## src/design/kwm_pkg.sv

```systemverilog
// ----------------------------------------------------------------------------
// kwm_pkg
// Shared types and constants of the k-way merge engine.
// ----------------------------------------------------------------------------
package kwm_pkg;

  localparam int SOURCES = 16;
  localparam int SRC_W   = $clog2(SOURCES);
  localparam int CNT_W   = $clog2(SOURCES + 1);
  localparam int KEY_W   = 32;
  localparam int PAY_W   = 32;

  // configuration register indexes
  localparam logic CFG_DESCENDING = 1'b0;
  localparam logic CFG_ACTIVE     = 1'b1;

  typedef enum logic [1:0] {
    KIND_RECORD = 2'd0,
    KIND_END    = 2'd1,
    KIND_ERROR  = 2'd2
  } kind_t;

  typedef enum logic [2:0] {
    ST_IDLE,
    ST_CHECK,
    ST_EVAL,
    ST_SCAN,
    ST_DRAIN,
    ST_RESULT
  } state_t;

  typedef struct packed {
    logic [KEY_W-1:0] key;
    logic [PAY_W-1:0] pay;
  } head_t;

  // control from the sequencer to the compare unit
  typedef struct packed {
    logic             clear;
    logic             valid;
    logic [SRC_W-1:0] idx;
  } cmp_ctrl_t;

  // current winner held by the compare unit
  typedef struct packed {
    logic [SRC_W-1:0] idx;
    head_t            head;
  } best_t;

endpackage

```

## src/design/kwm_if.sv

```systemverilog
// ----------------------------------------------------------------------------
// kwm_in_if / kwm_out_if
// Valid/ready channels for source records and merge results.
// ----------------------------------------------------------------------------
interface kwm_in_if;
  logic                      valid;
  logic                      ready;
  logic [kwm_pkg::SRC_W-1:0] source_index;
  logic [kwm_pkg::KEY_W-1:0] record_key;
  logic [kwm_pkg::PAY_W-1:0] record_payload;
  logic                      source_ended;

  modport source (output valid, source_index, record_key, record_payload, source_ended,
                  input ready);
  modport sink   (input valid, source_index, record_key, record_payload, source_ended,
                  output ready);
endinterface

interface kwm_out_if;
  logic                      valid;
  logic                      ready;
  logic [1:0]                result_kind;
  logic [kwm_pkg::SRC_W-1:0] from_source;
  logic [kwm_pkg::KEY_W-1:0] out_key;
  logic [kwm_pkg::PAY_W-1:0] out_payload;

  modport source (output valid, result_kind, from_source, out_key, out_payload,
                  input ready);
  modport sink   (input valid, result_kind, from_source, out_key, out_payload,
                  output ready);
endinterface

```

## src/design/kwm_head_ram.sv

```systemverilog
// ----------------------------------------------------------------------------
// kwm_head_ram
// Head record store, one entry per source, registered read.
// ----------------------------------------------------------------------------
module kwm_head_ram (
  input  logic                  clk,
  input  logic                  wr_en,
  input  logic [kwm_pkg::SRC_W-1:0] wr_addr,
  input  kwm_pkg::head_t        wr_data,
  input  logic [kwm_pkg::SRC_W-1:0] rd_addr,
  output kwm_pkg::head_t        rd_data
);
  import kwm_pkg::*;

  head_t mem [SOURCES];

  always_ff @(posedge clk) begin
    if (wr_en) begin
      mem[wr_addr] <= wr_data;
    end
    rd_data <= mem[rd_addr];
  end

endmodule

```

## src/design/kwm_cmp_unit.sv

```systemverilog
// ----------------------------------------------------------------------------
// kwm_cmp_unit
// Shared key comparator; keeps the running winner of a scan.
// ----------------------------------------------------------------------------
module kwm_cmp_unit (
  input  logic                clk,
  input  logic                rst_n,
  input  kwm_pkg::cmp_ctrl_t  ctrl,
  input  logic                descending,
  input  kwm_pkg::head_t      rd_data,
  output kwm_pkg::best_t      best
);
  import kwm_pkg::*;

  logic  have_r, have_nxt;
  best_t best_r, best_nxt;
  logic  better;
  logic  take;

  // strict compare: ties keep the lower index seen first
  assign better = descending ? (rd_data.key > best_r.head.key)
                             : (rd_data.key < best_r.head.key);
  assign take   = ctrl.valid && (!have_r || better);

  always_comb begin
    have_nxt = have_r;
    best_nxt = best_r;
    if (ctrl.clear) begin
      have_nxt = 1'b0;
    end else if (take) begin
      have_nxt      = 1'b1;
      best_nxt.idx  = ctrl.idx;
      best_nxt.head = rd_data;
    end
  end

  always_ff @(posedge clk) begin
    if (!rst_n) begin
      have_r <= 1'b0;
    end else begin
      have_r <= have_nxt;
    end
    best_r <= best_nxt;
  end

  assign best = best_r;

endmodule

```

## src/design/k_way_merge_engine.sv

```systemverilog
// ----------------------------------------------------------------------------
// k_way_merge_engine
// An error item goes straight to the output register, end of merge after the
// evaluation of the flags, and a merged record after a scan of the active
// sources. One item at a time: the next item is accepted only once the last
// one is through, and an item with a result also waits while the output
// register stays full. The rate is set by the scan of the head store through
// one comparator, one source per cycle. Reset (synchronous, rst_n low) clears
// all head flags, end marks and the merge-finished flag; descending = 0,
// active count = 16.
// ----------------------------------------------------------------------------
module k_way_merge_engine (
  input  logic                      clk,
  input  logic                      rst_n,
  kwm_in_if.sink                    in_ch,
  kwm_out_if.source                 out_ch,
  input  logic                      cfg_we,
  input  logic                      cfg_index,
  input  logic [kwm_pkg::CNT_W-1:0] cfg_wdata
);
  import kwm_pkg::*;

  // --------------------------------------------------------------------------
  // Configuration
  // --------------------------------------------------------------------------
  logic             desc_r;
  logic [CNT_W-1:0] active_r;
  logic [CNT_W-1:0] n_eff;

  always_ff @(posedge clk) begin
    if (!rst_n) begin
      desc_r   <= 1'b0;
      active_r <= CNT_W'(SOURCES);
    end else if (cfg_we) begin
      case (cfg_index)
        CFG_DESCENDING: desc_r   <= cfg_wdata[0];
        CFG_ACTIVE:     active_r <= cfg_wdata;
        default:        ;
      endcase
    end
  end

  // zero acts as one, anything above the source count as the source count
  always_comb begin
    n_eff = active_r;
    if (active_r == '0) begin
      n_eff = CNT_W'(1);
    end else if (active_r > CNT_W'(SOURCES)) begin
      n_eff = CNT_W'(SOURCES);
    end
  end

  // --------------------------------------------------------------------------
  // State
  // --------------------------------------------------------------------------
  state_t state_r, state_nxt;

  // latched input item
  logic [SRC_W-1:0] item_src_r;
  head_t            item_head_r;
  logic             item_end_r;

  // per-source flags
  logic [SOURCES-1:0] pres_r, pres_nxt;
  logic [SOURCES-1:0] fin_r, fin_nxt;
  logic               merge_fin_r, merge_fin_nxt;

  // scan sequencer
  logic [SRC_W-1:0] scan_idx_r, scan_idx_nxt;
  logic             issue_vld_r;
  logic [SRC_W-1:0] issue_idx_r;

  // pending result
  kind_t res_kind_r, res_kind_nxt;

  // output register
  logic             out_valid_r, out_valid_nxt;
  kind_t            out_kind_r;
  logic [SRC_W-1:0] out_src_r;
  head_t            out_head_r;

  // --------------------------------------------------------------------------
  // Flag decode
  // --------------------------------------------------------------------------
  logic [SOURCES-1:0] act_mask;
  logic               item_err;
  logic               all_ended;
  logic               all_ready;
  logic               scan_last;
  logic               out_free;
  logic               load_out;

  always_comb begin
    for (int i = 0; i < SOURCES; i++) begin
      act_mask[i] = (CNT_W'(i) < n_eff);
    end
  end

  // source not awaited: out of range, already has a head, already ended,
  // or the merge is over
  assign item_err  = merge_fin_r || ({1'b0, item_src_r} >= n_eff) ||
                     pres_r[item_src_r] || fin_r[item_src_r];
  assign all_ended = &(fin_r | ~act_mask);
  assign all_ready = &(fin_r | pres_r | ~act_mask);
  assign scan_last = ({1'b0, scan_idx_r} == (n_eff - CNT_W'(1)));
  assign out_free  = !out_valid_r || out_ch.ready;
  assign load_out  = (state_r == ST_RESULT) && out_free;

  // --------------------------------------------------------------------------
  // Head store and shared comparator
  // --------------------------------------------------------------------------
  logic      ram_we;
  head_t     ram_rd;
  cmp_ctrl_t cmp_ctrl;
  best_t     best;

  assign ram_we = (state_r == ST_CHECK) && !item_err && !item_end_r;

  kwm_head_ram u_head_ram (
    .clk     (clk),
    .wr_en   (ram_we),
    .wr_addr (item_src_r),
    .wr_data (item_head_r),
    .rd_addr (scan_idx_r),
    .rd_data (ram_rd)
  );

  // the read issued last cycle returns now; ended sources are skipped
  assign cmp_ctrl.clear = (state_r == ST_EVAL);
  assign cmp_ctrl.valid = issue_vld_r && !fin_r[issue_idx_r];
  assign cmp_ctrl.idx   = issue_idx_r;

  kwm_cmp_unit u_cmp_unit (
    .clk        (clk),
    .rst_n      (rst_n),
    .ctrl       (cmp_ctrl),
    .descending (desc_r),
    .rd_data    (ram_rd),
    .best       (best)
  );

  // --------------------------------------------------------------------------
  // Next state
  // --------------------------------------------------------------------------
  always_comb begin
    state_nxt = state_r;
    case (state_r)
      ST_IDLE: begin
        if (in_ch.valid) begin
          state_nxt = ST_CHECK;
        end
      end
      ST_CHECK: begin
        state_nxt = item_err ? ST_RESULT : ST_EVAL;
      end
      ST_EVAL: begin
        if (all_ended) begin
          state_nxt = ST_RESULT;
        end else if (all_ready) begin
          state_nxt = ST_SCAN;
        end else begin
          state_nxt = ST_IDLE;
        end
      end
      ST_SCAN: begin
        if (scan_last) begin
          state_nxt = ST_DRAIN;
        end
      end
      ST_DRAIN: begin
        state_nxt = ST_RESULT;
      end
      ST_RESULT: begin
        if (out_free) begin
          state_nxt = ST_IDLE;
        end
      end
      default: begin
        state_nxt = ST_IDLE;
      end
    endcase
  end

  // --------------------------------------------------------------------------
  // Datapath control
  // --------------------------------------------------------------------------
  always_comb begin
    pres_nxt      = pres_r;
    fin_nxt       = fin_r;
    merge_fin_nxt = merge_fin_r;
    scan_idx_nxt  = scan_idx_r;
    res_kind_nxt  = res_kind_r;
    out_valid_nxt = out_valid_r;

    if (out_valid_r && out_ch.ready) begin
      out_valid_nxt = 1'b0;
    end

    case (state_r)
      ST_CHECK: begin
        if (item_err) begin
          res_kind_nxt = KIND_ERROR;
        end else if (item_end_r) begin
          fin_nxt[item_src_r] = 1'b1;
        end else begin
          pres_nxt[item_src_r] = 1'b1;
        end
      end
      ST_EVAL: begin
        scan_idx_nxt = '0;
        if (all_ended) begin
          merge_fin_nxt = 1'b1;
          res_kind_nxt  = KIND_END;
        end else begin
          res_kind_nxt  = KIND_RECORD;
        end
      end
      ST_SCAN: begin
        scan_idx_nxt = scan_idx_r + SRC_W'(1);
      end
      ST_RESULT: begin
        if (out_free) begin
          out_valid_nxt = 1'b1;
          // the winner's source is awaited again
          if (res_kind_r == KIND_RECORD) begin
            pres_nxt[best.idx] = 1'b0;
          end
        end
      end
      default: ;
    endcase
  end

  // --------------------------------------------------------------------------
  // Registers
  // --------------------------------------------------------------------------
  always_ff @(posedge clk) begin
    if (!rst_n) begin
      state_r     <= ST_IDLE;
      pres_r      <= '0;
      fin_r       <= '0;
      merge_fin_r <= 1'b0;
      issue_vld_r <= 1'b0;
      out_valid_r <= 1'b0;
    end else begin
      state_r     <= state_nxt;
      pres_r      <= pres_nxt;
      fin_r       <= fin_nxt;
      merge_fin_r <= merge_fin_nxt;
      issue_vld_r <= (state_r == ST_SCAN);
      out_valid_r <= out_valid_nxt;
    end
    scan_idx_r  <= scan_idx_nxt;
    issue_idx_r <= scan_idx_r;
    res_kind_r  <= res_kind_nxt;
  end

  // item capture
  always_ff @(posedge clk) begin
    if (in_ch.valid && in_ch.ready) begin
      item_src_r       <= in_ch.source_index;
      item_head_r.key  <= in_ch.record_key;
      item_head_r.pay  <= in_ch.record_payload;
      item_end_r       <= in_ch.source_ended;
    end
  end

  // result payload; non-record kinds carry zero key and payload
  always_ff @(posedge clk) begin
    if (load_out) begin
      out_kind_r <= res_kind_r;
      case (res_kind_r)
        KIND_RECORD: begin
          out_src_r  <= best.idx;
          out_head_r <= best.head;
        end
        KIND_ERROR: begin
          out_src_r  <= item_src_r;
          out_head_r <= '0;
        end
        default: begin
          out_src_r  <= '0;
          out_head_r <= '0;
        end
      endcase
    end
  end

  // --------------------------------------------------------------------------
  // Ports
  // --------------------------------------------------------------------------
  assign in_ch.ready        = (state_r == ST_IDLE);
  assign out_ch.valid       = out_valid_r;
  assign out_ch.result_kind = out_kind_r;
  assign out_ch.from_source = out_src_r;
  assign out_ch.out_key     = out_head_r.key;
  assign out_ch.out_payload = out_head_r.pay;

  // --------------------------------------------------------------------------
  // Assertions
  // --------------------------------------------------------------------------
  // a source never holds a head after its end mark
  a_flags_disjoint: assert property (@(posedge clk) disable iff (!rst_n)
    (pres_r & fin_r) == '0)
    else $error("source both holds a head and has ended");

  // the emitted winner must be a source that holds a head
  a_winner_present: assert property (@(posedge clk) disable iff (!rst_n)
    load_out && res_kind_r == KIND_RECORD |-> pres_r[best.idx] && !fin_r[best.idx])
    else $error("merged record taken from a source without a head");

  // end of merge is queued for output as soon as the finished flag rises
  a_end_reported: assert property (@(posedge clk) disable iff (!rst_n)
    $rose(merge_fin_r) |-> state_r == ST_RESULT && res_kind_r == KIND_END)
    else $error("end of merge not reported");

endmodule

```

## src/flat_wrapper.sv

```systemverilog
// flat-port wrapper written by rule: the top's interface ports become plain ports
module k_way_merge_engine_flat import kwm_pkg::*;
  (clk, rst_n, cfg_we, cfg_index, cfg_wdata, in_ch_valid, in_ch_source_index, in_ch_record_key, in_ch_record_payload, in_ch_source_ended, in_ch_ready, out_ch_valid, out_ch_result_kind, out_ch_from_source, out_ch_out_key, out_ch_out_payload, out_ch_ready);
  kwm_in_if in_ch_i ();
  kwm_out_if out_ch_i ();
  input  logic clk;
  input  logic rst_n;
  input  logic cfg_we;
  input  logic cfg_index;
  input  logic [kwm_pkg::CNT_W-1:0] cfg_wdata;
  input wire logic [$bits(in_ch_i.valid)-1:0] in_ch_valid;
  input wire logic [$bits(in_ch_i.source_index)-1:0] in_ch_source_index;
  input wire logic [$bits(in_ch_i.record_key)-1:0] in_ch_record_key;
  input wire logic [$bits(in_ch_i.record_payload)-1:0] in_ch_record_payload;
  input wire logic [$bits(in_ch_i.source_ended)-1:0] in_ch_source_ended;
  output wire logic [$bits(in_ch_i.ready)-1:0] in_ch_ready;
  output wire logic [$bits(out_ch_i.valid)-1:0] out_ch_valid;
  output wire logic [$bits(out_ch_i.result_kind)-1:0] out_ch_result_kind;
  output wire logic [$bits(out_ch_i.from_source)-1:0] out_ch_from_source;
  output wire logic [$bits(out_ch_i.out_key)-1:0] out_ch_out_key;
  output wire logic [$bits(out_ch_i.out_payload)-1:0] out_ch_out_payload;
  input wire logic [$bits(out_ch_i.ready)-1:0] out_ch_ready;
  assign in_ch_i.valid = in_ch_valid;
  assign in_ch_i.source_index = in_ch_source_index;
  assign in_ch_i.record_key = in_ch_record_key;
  assign in_ch_i.record_payload = in_ch_record_payload;
  assign in_ch_i.source_ended = in_ch_source_ended;
  assign in_ch_ready = in_ch_i.ready;
  assign out_ch_valid = out_ch_i.valid;
  assign out_ch_result_kind = out_ch_i.result_kind;
  assign out_ch_from_source = out_ch_i.from_source;
  assign out_ch_out_key = out_ch_i.out_key;
  assign out_ch_out_payload = out_ch_i.out_payload;
  assign out_ch_i.ready = out_ch_ready;
  k_way_merge_engine u_core (.clk(clk), .rst_n(rst_n), .in_ch(in_ch_i), .out_ch(out_ch_i), .cfg_we(cfg_we), .cfg_index(cfg_index), .cfg_wdata(cfg_wdata));
endmodule
```

## config.mk

```make
export PLATFORM = sky130hd
export DESIGN_NAME = k_way_merge_engine_flat
export DESIGN_NICKNAME = d
export VERILOG_FILES = /design/src/design/kwm_pkg.sv /design/src/design/kwm_if.sv /design/src/design/kwm_head_ram.sv /design/src/design/kwm_cmp_unit.sv /design/src/design/k_way_merge_engine.sv /design/src/flat_wrapper.sv
export SDC_FILE = /design/constraint.sdc
export NUM_CORES = 1
export LEC_CHECK = 0
export ABC_AREA = 1
export BUFFER_PORTS_ARGS = -buffer_cell sky130_fd_sc_hd__buf_2
export CORE_MARGIN = 4
export CORE_UTILIZATION = 65
export CTS_CLUSTER_SIZE = 25
export DETAILED_ROUTE_END_ITERATION = 10
export HOLD_SLACK_MARGIN = 0.03
export PLACE_DENSITY_LB_ADDON = 0.12
export SYNTH_ARGS = -nofsm -noshare
export SYNTH_HDL_FRONTEND = slang
export SYNTH_HIERARCHICAL = 1
export SYNTH_SLANG_ARGS = --single-unit
```

## constraint.sdc

```tcl
create_clock -name clk -period 17.3 [get_ports clk]
set_clock_uncertainty 0.2 [all_clocks]
set_input_delay 3.46 -clock clk [delete_from_list [all_inputs] [get_ports clk]]
set_output_delay 3.46 -clock clk [all_outputs]
set_load 0.05 [all_outputs]
```

==> results.sh, run 1 <==
export IMPL_cts_sinks=1350
export IMPL_p_int_mw=5.430
export IMPL_yosys_warnings=6
export IMPL_ys_seq_elements=1350
export IMPL_powerDensity_nw_per_um2=115.3
export IMPL_cp_startpoint="u_core/item_src_r[0]$_DFFE_PP_"
export IMPL_p_comb_frac=0.078
export IMPL_wl_um=130700
export IMPL_via_per_inst=5.528
export IMPL_period_share=0.3383
export IMPL_yosys_area_top_type_share=0.6552
export IMPL_rows=108
export IMPL_reg2reg_slack_ns=11.45
export IMPL_fill_cells=5915
export IMPL_die_y_um=303.3
export IMPL_yosysMostFrequentCell="nand2_1"
export IMPL_r2r_end="u_core/u_head_ram/mem[2][7]$_DFFE_PP_"
export IMPL_worstMarginPinSlew_ns=1.304
export IMPL_drt_first_pass_iters=6
export IMPL_hold_buffers=0
export IMPL_avgRoutedWirePerCell_um=19.54
export IMPL_dp_hpwl_um=67300
export IMPL_tns_ns=0
export IMPL_criticalPathCategory="reg -> reg"
export IMPL_synth_nets=5454
export IMPL_grt_max_degree=217
export IMPL_relSlewSlack=0.1289
export IMPL_min_path_type="reg -> reg"
export IMPL_finalHoldViolCount=0
export IMPL_numPortBuffers=151
export IMPL_postRouteAntennaNets=0
export IMPL_synth_commonest_cells="nand2_1 (1579), edfxtp_1 (1237), inv_1 (946), nand3_1 (826), nor2_1 (174)"
export IMPL_grt_first_pass_wirelength_um=197300
export IMPL_vias=36990
export IMPL_min_period_ns=5.853
export IMPL_synth_edf_count=1237
export IMPL_antenna_found_initial=1
export IMPL_io_pins=152
export IMPL_ctsLongestPathBuffers=3
export IMPL_grt_usage=0.2841
export IMPL_setup_viol=0
export IMPL_synthFlopType="edfxtp_1"
export IMPL_p_clk_frac=0.385
export IMPL_syn_avg_cell_area_sq_um=10.63
export IMPL_final_layout_size_suffix_gt1_frac=0.07712
export IMPL_seq_area_frac_synth=0.6951
export IMPL_required_ns=17.44
export IMPL_grt_pass1_vias=34700
export IMPL_area_growth_pct=9.593
export IMPL_antenna_cells=0
export IMPL_total_power_mw=7.164
export IMPL_leakage_nw=26.41
export IMPL_die_area_sq_um=92020
export IMPL_status="finished clean"
export IMPL_cts_made_buffers=136
export IMPL_crit_arrival_ns=5.99
export IMPL_ys_types=41
export IMPL_ir_worst_vdd_mv=0.09863
export IMPL_drc=0
export IMPL_crit_fanout=42
export IMPL_post_cts_buffers=0
export IMPL_htree_num_levels=4
export IMPL_clk_latency_ns=0.74
export IMPL_p_sw_frac=0.2420
export IMPL_dr_first_iter_drc_count=3899
export IMPL_seq_area_sq_um=39410
export IMPL_pwr_share_seq=0.537
export IMPL_reg2reg_from="u_core/item_src_r[0]$_DFFE_PP_"
export IMPL_power_switching_mw=1.734
export IMPL_synth_area_sq_um=56700
export IMPL_r2r_cells=14
export IMPL_cts_resized=0
export IMPL_cts_tree="done"
export IMPL_finalMaxSlewViolations=0
export IMPL_grt_overflow=0
export IMPL_dp_slack_ns=11.47
export IMPL_syn_inst=5335
export IMPL_endpoint_kind="flip-flop"
export IMPL_setup_slack_ns=11.45
export IMPL_start_util=0.6546
export IMPL_max_cap_violations=0
export IMPL_multi_input_area_sq_um=12330
export IMPL_cts_clk_slew_worst_paths_ns=0.06
export IMPL_async_reset_ff_frac=0
export IMPL_core_sq_um=86620
export IMPL_synthTopCellsByArea="edfxtp_1 (66%), nand2_1 (10%), nand3_1 (7.3%)"
export IMPL_cp_start_kind="flip-flop"
export IMPL_synth_top_cell_by_area="edfxtp_1"
export IMPL_root_buffer="clkbuf_16"
export IMPL_cp_endpoint="u_core/u_head_ram/mem[2][7]$_DFFE_PP_"
export IMPL_gp_congestion=0.8947
export IMPL_rsz0062_at_grt="false"
export IMPL_fmax_mhz=170.9
export IMPL_nNetsFinal=5543
export IMPL_die_width_um=303.3
## critical path, stage by stage, from the launching register on
cell      delay, ns
edfxtp_1       0.97
inv_2          0.31
ha_1           0.37
nand2_1        0.06
inv_1          0.04
nand4_1        0.05
nand3_1        0.12
nor2_1         0.17
nand3_2        0.11
clkinv_1       0.27
nand2_1        0.12
nor2_1         0.50
nand2_1        0.39
nor2_4         0.88
buf_4          0.86
## sequential cells by signal, indices dropped and copies added, names as in the netlist
signal                     cells
u_core/desc_r                  1
u_core/out_ch.out_payload     32
u_core/merge_fin_r             1
u_core/active_r                5
u_core/issue_idx_r             4
u_core/issue_vld_r             1
u_core/pres_r                 16
u_core/item_end_r              1
u_core/u_head_ram/mem       1024
u_core/out_ch.from_source      4
u_core/state_r                 3
u_core/u_cmp_unit/have_r       1
u_core/out_ch.out_key         32
u_core/res_kind_r              2
u_core/scan_idx_r              4
u_core/out_ch.result_kind      2
u_core/item_head_r            64
u_core/out_ch.valid            1
u_core/u_head_ram/rd_data     64
u_core/item_src_r              4
u_core/fin_r                  16
u_core/u_cmp_unit/best        68
## worst min-delay path by stage
stage / startpoint / to / slack (ns) / cells after the start
2_1_floorplan: u_core/u_head_ram/rd_data[0]$_DFF_P_ / u_core/u_cmp_unit/best[0]$_DFFE_PP_ / 0.19 / 0
3_3_place_gp: u_core/u_head_ram/rd_data[29]$_DFF_P_ / u_core/u_cmp_unit/best[29]$_DFFE_PP_ / 0.19 / 0
3_5_place_dp: u_core/u_head_ram/rd_data[10]$_DFF_P_ / u_core/u_cmp_unit/best[10]$_DFFE_PP_ / 0.19 / 0
4_1_cts: u_core/u_head_ram/rd_data[28]$_DFF_P_ / u_core/u_cmp_unit/best[28]$_DFFE_PP_ / 0.19 / 0
5_1_grt: u_core/u_head_ram/rd_data[29]$_DFF_P_ / u_core/u_cmp_unit/best[29]$_DFFE_PP_ / 0.21 / 0
6_report: u_core/u_head_ram/rd_data[28]$_DFF_P_ / u_core/u_cmp_unit/best[28]$_DFFE_PP_ / 0.19 / 0
## cell usage in the layout (no fill, tap or decap), types with 2 or more instances in the layout
cell type / count
clkbuf_8: 10
o21ai_1: 3
clkinvlp_4: 5
nand3_1: 826
nand2_2: 6
buf_4: 36
nor2_4: 20
a21oi_1: 63
inv_6: 7
clkbuf_1: 35
nor2_1: 155
o22ai_1: 4
edfxtp_1: 1237
xnor2_1: 2
o211ai_1: 2
clkbuf_16: 138
o21ai_0: 41
nor3_1: 2
inv_16: 4
ha_1: 39
inv_1: 945
clkinv_2: 22
clkinv_1: 29
nand4_1: 24
o21a_1: 2
dfxtp_1: 113
buf_2: 151
inv_2: 3
nand3b_1: 3
clkinv_8: 3
nand2_1: 1579
nor2_2: 6
bufinv_16: 2
buf_12: 4
## metrics by stage
stage | hold WS (ns) | instances | instance area, sq um | utilization
after detailed placement | 0.1887 | 6441 | 57910 | 0.6686
after floorplan | 0.1855 | 5335 | 56700 | -
after CTS | 0.1870 | 6692 | 62140 | 0.7174
after global placement | 0.1863 | 6441 | 57910 | 0.6686
final | 0.1933 | 6692 | 62140 | 0.7174
after global routing | 0.2112 | 6692 | 62140 | 0.7174
## area by class of cell
class / count / area share
Clock buffer: 183 / 0.05991
Clock inverter: 68 / 0.008055
Inverter: 956 / 0.05828
Multi-Input combinational cell: 2789 / 0.1985
Sequential cell: 1350 / 0.6342
Tap cell: 1155 / 0.02326
Timing Repair Buffer: 191 / 0.01780
## logic make-up (layout without fill, tap and decap cells)
family,Yosys count,in the layout,share of synthesized area
buffers and inverters,1196,1398,0.08993
XOR/XNOR,3,3,0.0004635
AND/OR/NAND/NOR,2624,2624,0.1942
adder cells (fa/ha/maj),39,39,0.008607
AO/OA/AOI/OAI,123,123,0.01172
flip-flops,1350,1350,0.6951
## power groups by stage
| stage | Combinational, mW | Clock (mW) | Sequential [mW] |
|---|---|---|---|
| floorplan | 0.399 | 0 | 3.87 |
| global placement | 0.541 | 0 | 3.91 |
| detailed placement | 0.550 | 0 | 3.92 |
| CTS | 0.554 | 2.79 | 3.85 |
| global route | 0.615 | 2.95 | 3.86 |
| finish | 0.558 | 2.76 | 3.85 |
## layer usage
metal	GRT usage	up-vias	share of wire	routed length, um
met5	0	-	0	0
met4	0.08578	0	0.026	3375
met3	0.04730	247	0.088	11550
met2	0.4732	1700	0.48	62910
met1	0.3916	17570	0.40	52900
li1	-	17480	-	-
No activity file was read; power rests on OpenSTA's default activity.
==> run 2: changes to the inputs <==
--- a/config.mk
+++ b/config.mk
@@ -8,7 +8,7 @@
 export ABC_AREA = 1
 export BUFFER_PORTS_ARGS = -buffer_cell sky130_fd_sc_hd__buf_2
 export CORE_MARGIN = 4
-export CORE_UTILIZATION = 65
+export CORE_UTILIZATION = 62
 export CTS_CLUSTER_SIZE = 25
 export DETAILED_ROUTE_END_ITERATION = 10
 export HOLD_SLACK_MARGIN = 0.03
==> constraint.sdc (replaced) <==
create_clock -name clk -period 5.4 [get_ports clk]
set_clock_uncertainty 0.2 [all_clocks]
set_input_delay 1.08 -clock clk [delete_from_list [all_inputs] [get_ports clk]]
set_output_delay 1.08 -clock clk [all_outputs]
set_load 0.05 [all_outputs]
==> results.sh, run 2 (synthesized netlist as in run 1, its figures left out) <==
export IMPL_min_period_ns=4.399
export IMPL_die_area_sq_um=96350
export IMPL_post_dp_cell_area_sq_um=58520
export IMPL_relSlewSlack=0.2479
export IMPL_gp_congestion=0.8778
export IMPL_max_cap_violations=0
export IMPL_post_cts_buffers=0
export IMPL_required_ns=5.63
export IMPL_nNetsFinal=5577
export IMPL_largest_register="u_core/u_head_ram/mem"
export IMPL_grt_usage=0.2797
export IMPL_dp_cells=6495
export IMPL_start_util=0.6270
export IMPL_period_share=0.8147
export IMPL_cp_startpoint="u_core/active_r[4]$_SDFFE_PN1P_"
export IMPL_die_width_um=310.4
export IMPL_hold_buffers=0
export IMPL_finalHoldViolCount=0
export IMPL_min_path_type="reg -> reg"
export IMPL_htree_num_levels=4
export IMPL_root_buffer="clkbuf_16"
export IMPL_die_y_um=310.4
export IMPL_min_path_cells=0
export IMPL_final_layout_size_suffix_gt1_frac=0.08256
export IMPL_dp_hpwl_um=74960
export IMPL_final_area_sq_um=62840
export IMPL_largest_reg_flops=1024
export IMPL_final_util=0.6949
export IMPL_endpoint_kind="flip-flop"
export IMPL_cp_endpoint="u_core/u_head_ram/mem[9][36]$_DFFE_PP_"
export IMPL_cts_made_buffers=137
export IMPL_fill_cells=6493
export IMPL_clk_latency_ns=0.74
export IMPL_finalMaxSlewViolations=0
export IMPL_r2r_end="u_core/u_head_ram/mem[9][36]$_DFFE_PP_"
export IMPL_grt_pass1_vias=35120
export IMPL_setup_viol=0
export IMPL_numPortBuffers=151
export IMPL_powerDensity_nw_per_um2=370.3
export IMPL_wl_um=134000
export IMPL_core_sq_um=90420
export IMPL_reg2reg_slack_ns=1.00
export IMPL_area_growth_pct=10.83
export IMPL_crit_arrival_ns=4.63
export IMPL_grt_max_degree=243
export IMPL_vias=36840
export IMPL_antenna_found_initial=5
export IMPL_worstMarginPinSlew_ns=1.128
export IMPL_cts_resized=0
export IMPL_leakage_nw=26.71
export IMPL_drc=0
export IMPL_fmax_mhz=227.3
export IMPL_grt_first_pass_wirelength_um=204400
export IMPL_r2r_cells=15
export IMPL_final_cells=6750
export IMPL_criticalPathCategory="reg -> reg"
export IMPL_crit_fanout=24
export IMPL_avgRoutedWirePerCell_um=19.85
export IMPL_drt_first_pass_iters=6
export IMPL_ir_worst_vdd_mv=0.3443
export IMPL_cts_sinks=1350
export IMPL_rows=110
export IMPL_dr_first_iter_drc_count=3827
export IMPL_rsz0062_at_grt="false"
export IMPL_via_per_inst=5.458
export IMPL_ctsLongestPathBuffers=3
export IMPL_reg2reg_from="u_core/active_r[4]$_SDFFE_PN1P_"
export IMPL_postRouteAntennaNets=0
export IMPL_layout_commonest_cell="nand2_1"
export IMPL_cts_clk_slew_worst_paths_ns=0.06
export IMPL_grt_overflow=0
export IMPL_cp_start_kind="flip-flop"
export IMPL_whs_ns=0.2020
export IMPL_status="finished clean"
export IMPL_cts_tree="done"
export IMPL_io_pins=152
export IMPL_final_cell_mix="nand2_1 (1579), edfxtp_1 (1237), inv_1 (945), nand3_1 (826), nor2_1 (155)"
## run 2: cell types whose count changed in the layout (fill, tap and decap cells not counted), sizes merged
cell and change:
clkinv +2, diode +2, buf +33, clkinvlp -2
bufinv +4, clkbuf -2
## run 2: worst max-delay path: stages (launching register included)
cell and delay (ns):
dfxtp_1 0.40, inv_1 0.35, nand2_1 0.18, ha_1 0.35, nand2_1 0.07, nand2_1 0.04, a21boi_0 0.14, nand3_1 0.13
nor2_1 0.18, nand3_2 0.14, clkinv_1 0.08, nand2_1 0.06, nor2_1 0.36, nand3b_1 0.45, nor2_4 0.66, buf_12 0.28
## run 2: how the worst min path moves through the flow
stage | from | to | slack (ns)
floorplan | u_core/u_head_ram/rd_data[0]$_DFF_P_ | u_core/u_cmp_unit/best[0]$_DFFE_PP_ | 0.19
global placement | u_core/u_head_ram/rd_data[27]$_DFF_P_ | u_core/u_cmp_unit/best[27]$_DFFE_PP_ | 0.19
detailed placement | u_core/u_head_ram/rd_data[20]$_DFF_P_ | u_core/u_cmp_unit/best[20]$_DFFE_PP_ | 0.19
CTS | u_core/u_head_ram/rd_data[20]$_DFF_P_ | u_core/u_cmp_unit/best[20]$_DFFE_PP_ | 0.20
global route | u_core/u_head_ram/rd_data[2]$_DFF_P_ | u_core/u_cmp_unit/best[2]$_DFFE_PP_ | 0.21
finish | u_core/u_head_ram/rd_data[20]$_DFF_P_ | u_core/u_cmp_unit/best[20]$_DFFE_PP_ | 0.20
## run 2: area by class of cell
class                   instances  area [sq um]  share of cell area
inverters                     956          3621             0.05762
diodes                          2         5.005          0.00007965
repair buffers                224          1692             0.02692
clock buffers                 181          3696             0.05882
flip-flops and latches       1350         39410              0.6271
clock inverters                72         611.8            0.009737
well taps                    1176          1471             0.02342
multi-input cells            2789         12330              0.1963
## run 2: metal layers
| layer | vias up | track usage | share of wire |
|---|---|---|---|
| met5 | - | 0 | 0 |
| met4 | 0 | 0.08703 | 0.024 |
| met1 | 17530 | 0.3964 | 0.42 |
| li1 | 17560 | - | - |
| met3 | 231 | 0.03846 | 0.071 |
| met2 | 1518 | 0.4578 | 0.49 |
## run 2: through the flow
stage / power [mW] / worst slack, ns / TNS [ns]
finish: 23.27 / 1.001 / 0
global route: 24.13 / 0.7302 / 0
CTS: 23.43 / 1.067 / 0
detailed placement: 14.41 / 1.062 / 0
global placement: 14.37 / 1.164 / 0
floorplan: 13.68 / -0.07541 / -64.12
## run 2: where the power goes
| part | internal (mW) | switching, mW | leakage [nW] |
|---|---|---|---|
| combinational | 0.494 | 1.34 | 12.5 |
| sequential | 11.9 | 0.426 | 12.1 |
| clock | 5.15 | 3.91 | 2.11 |
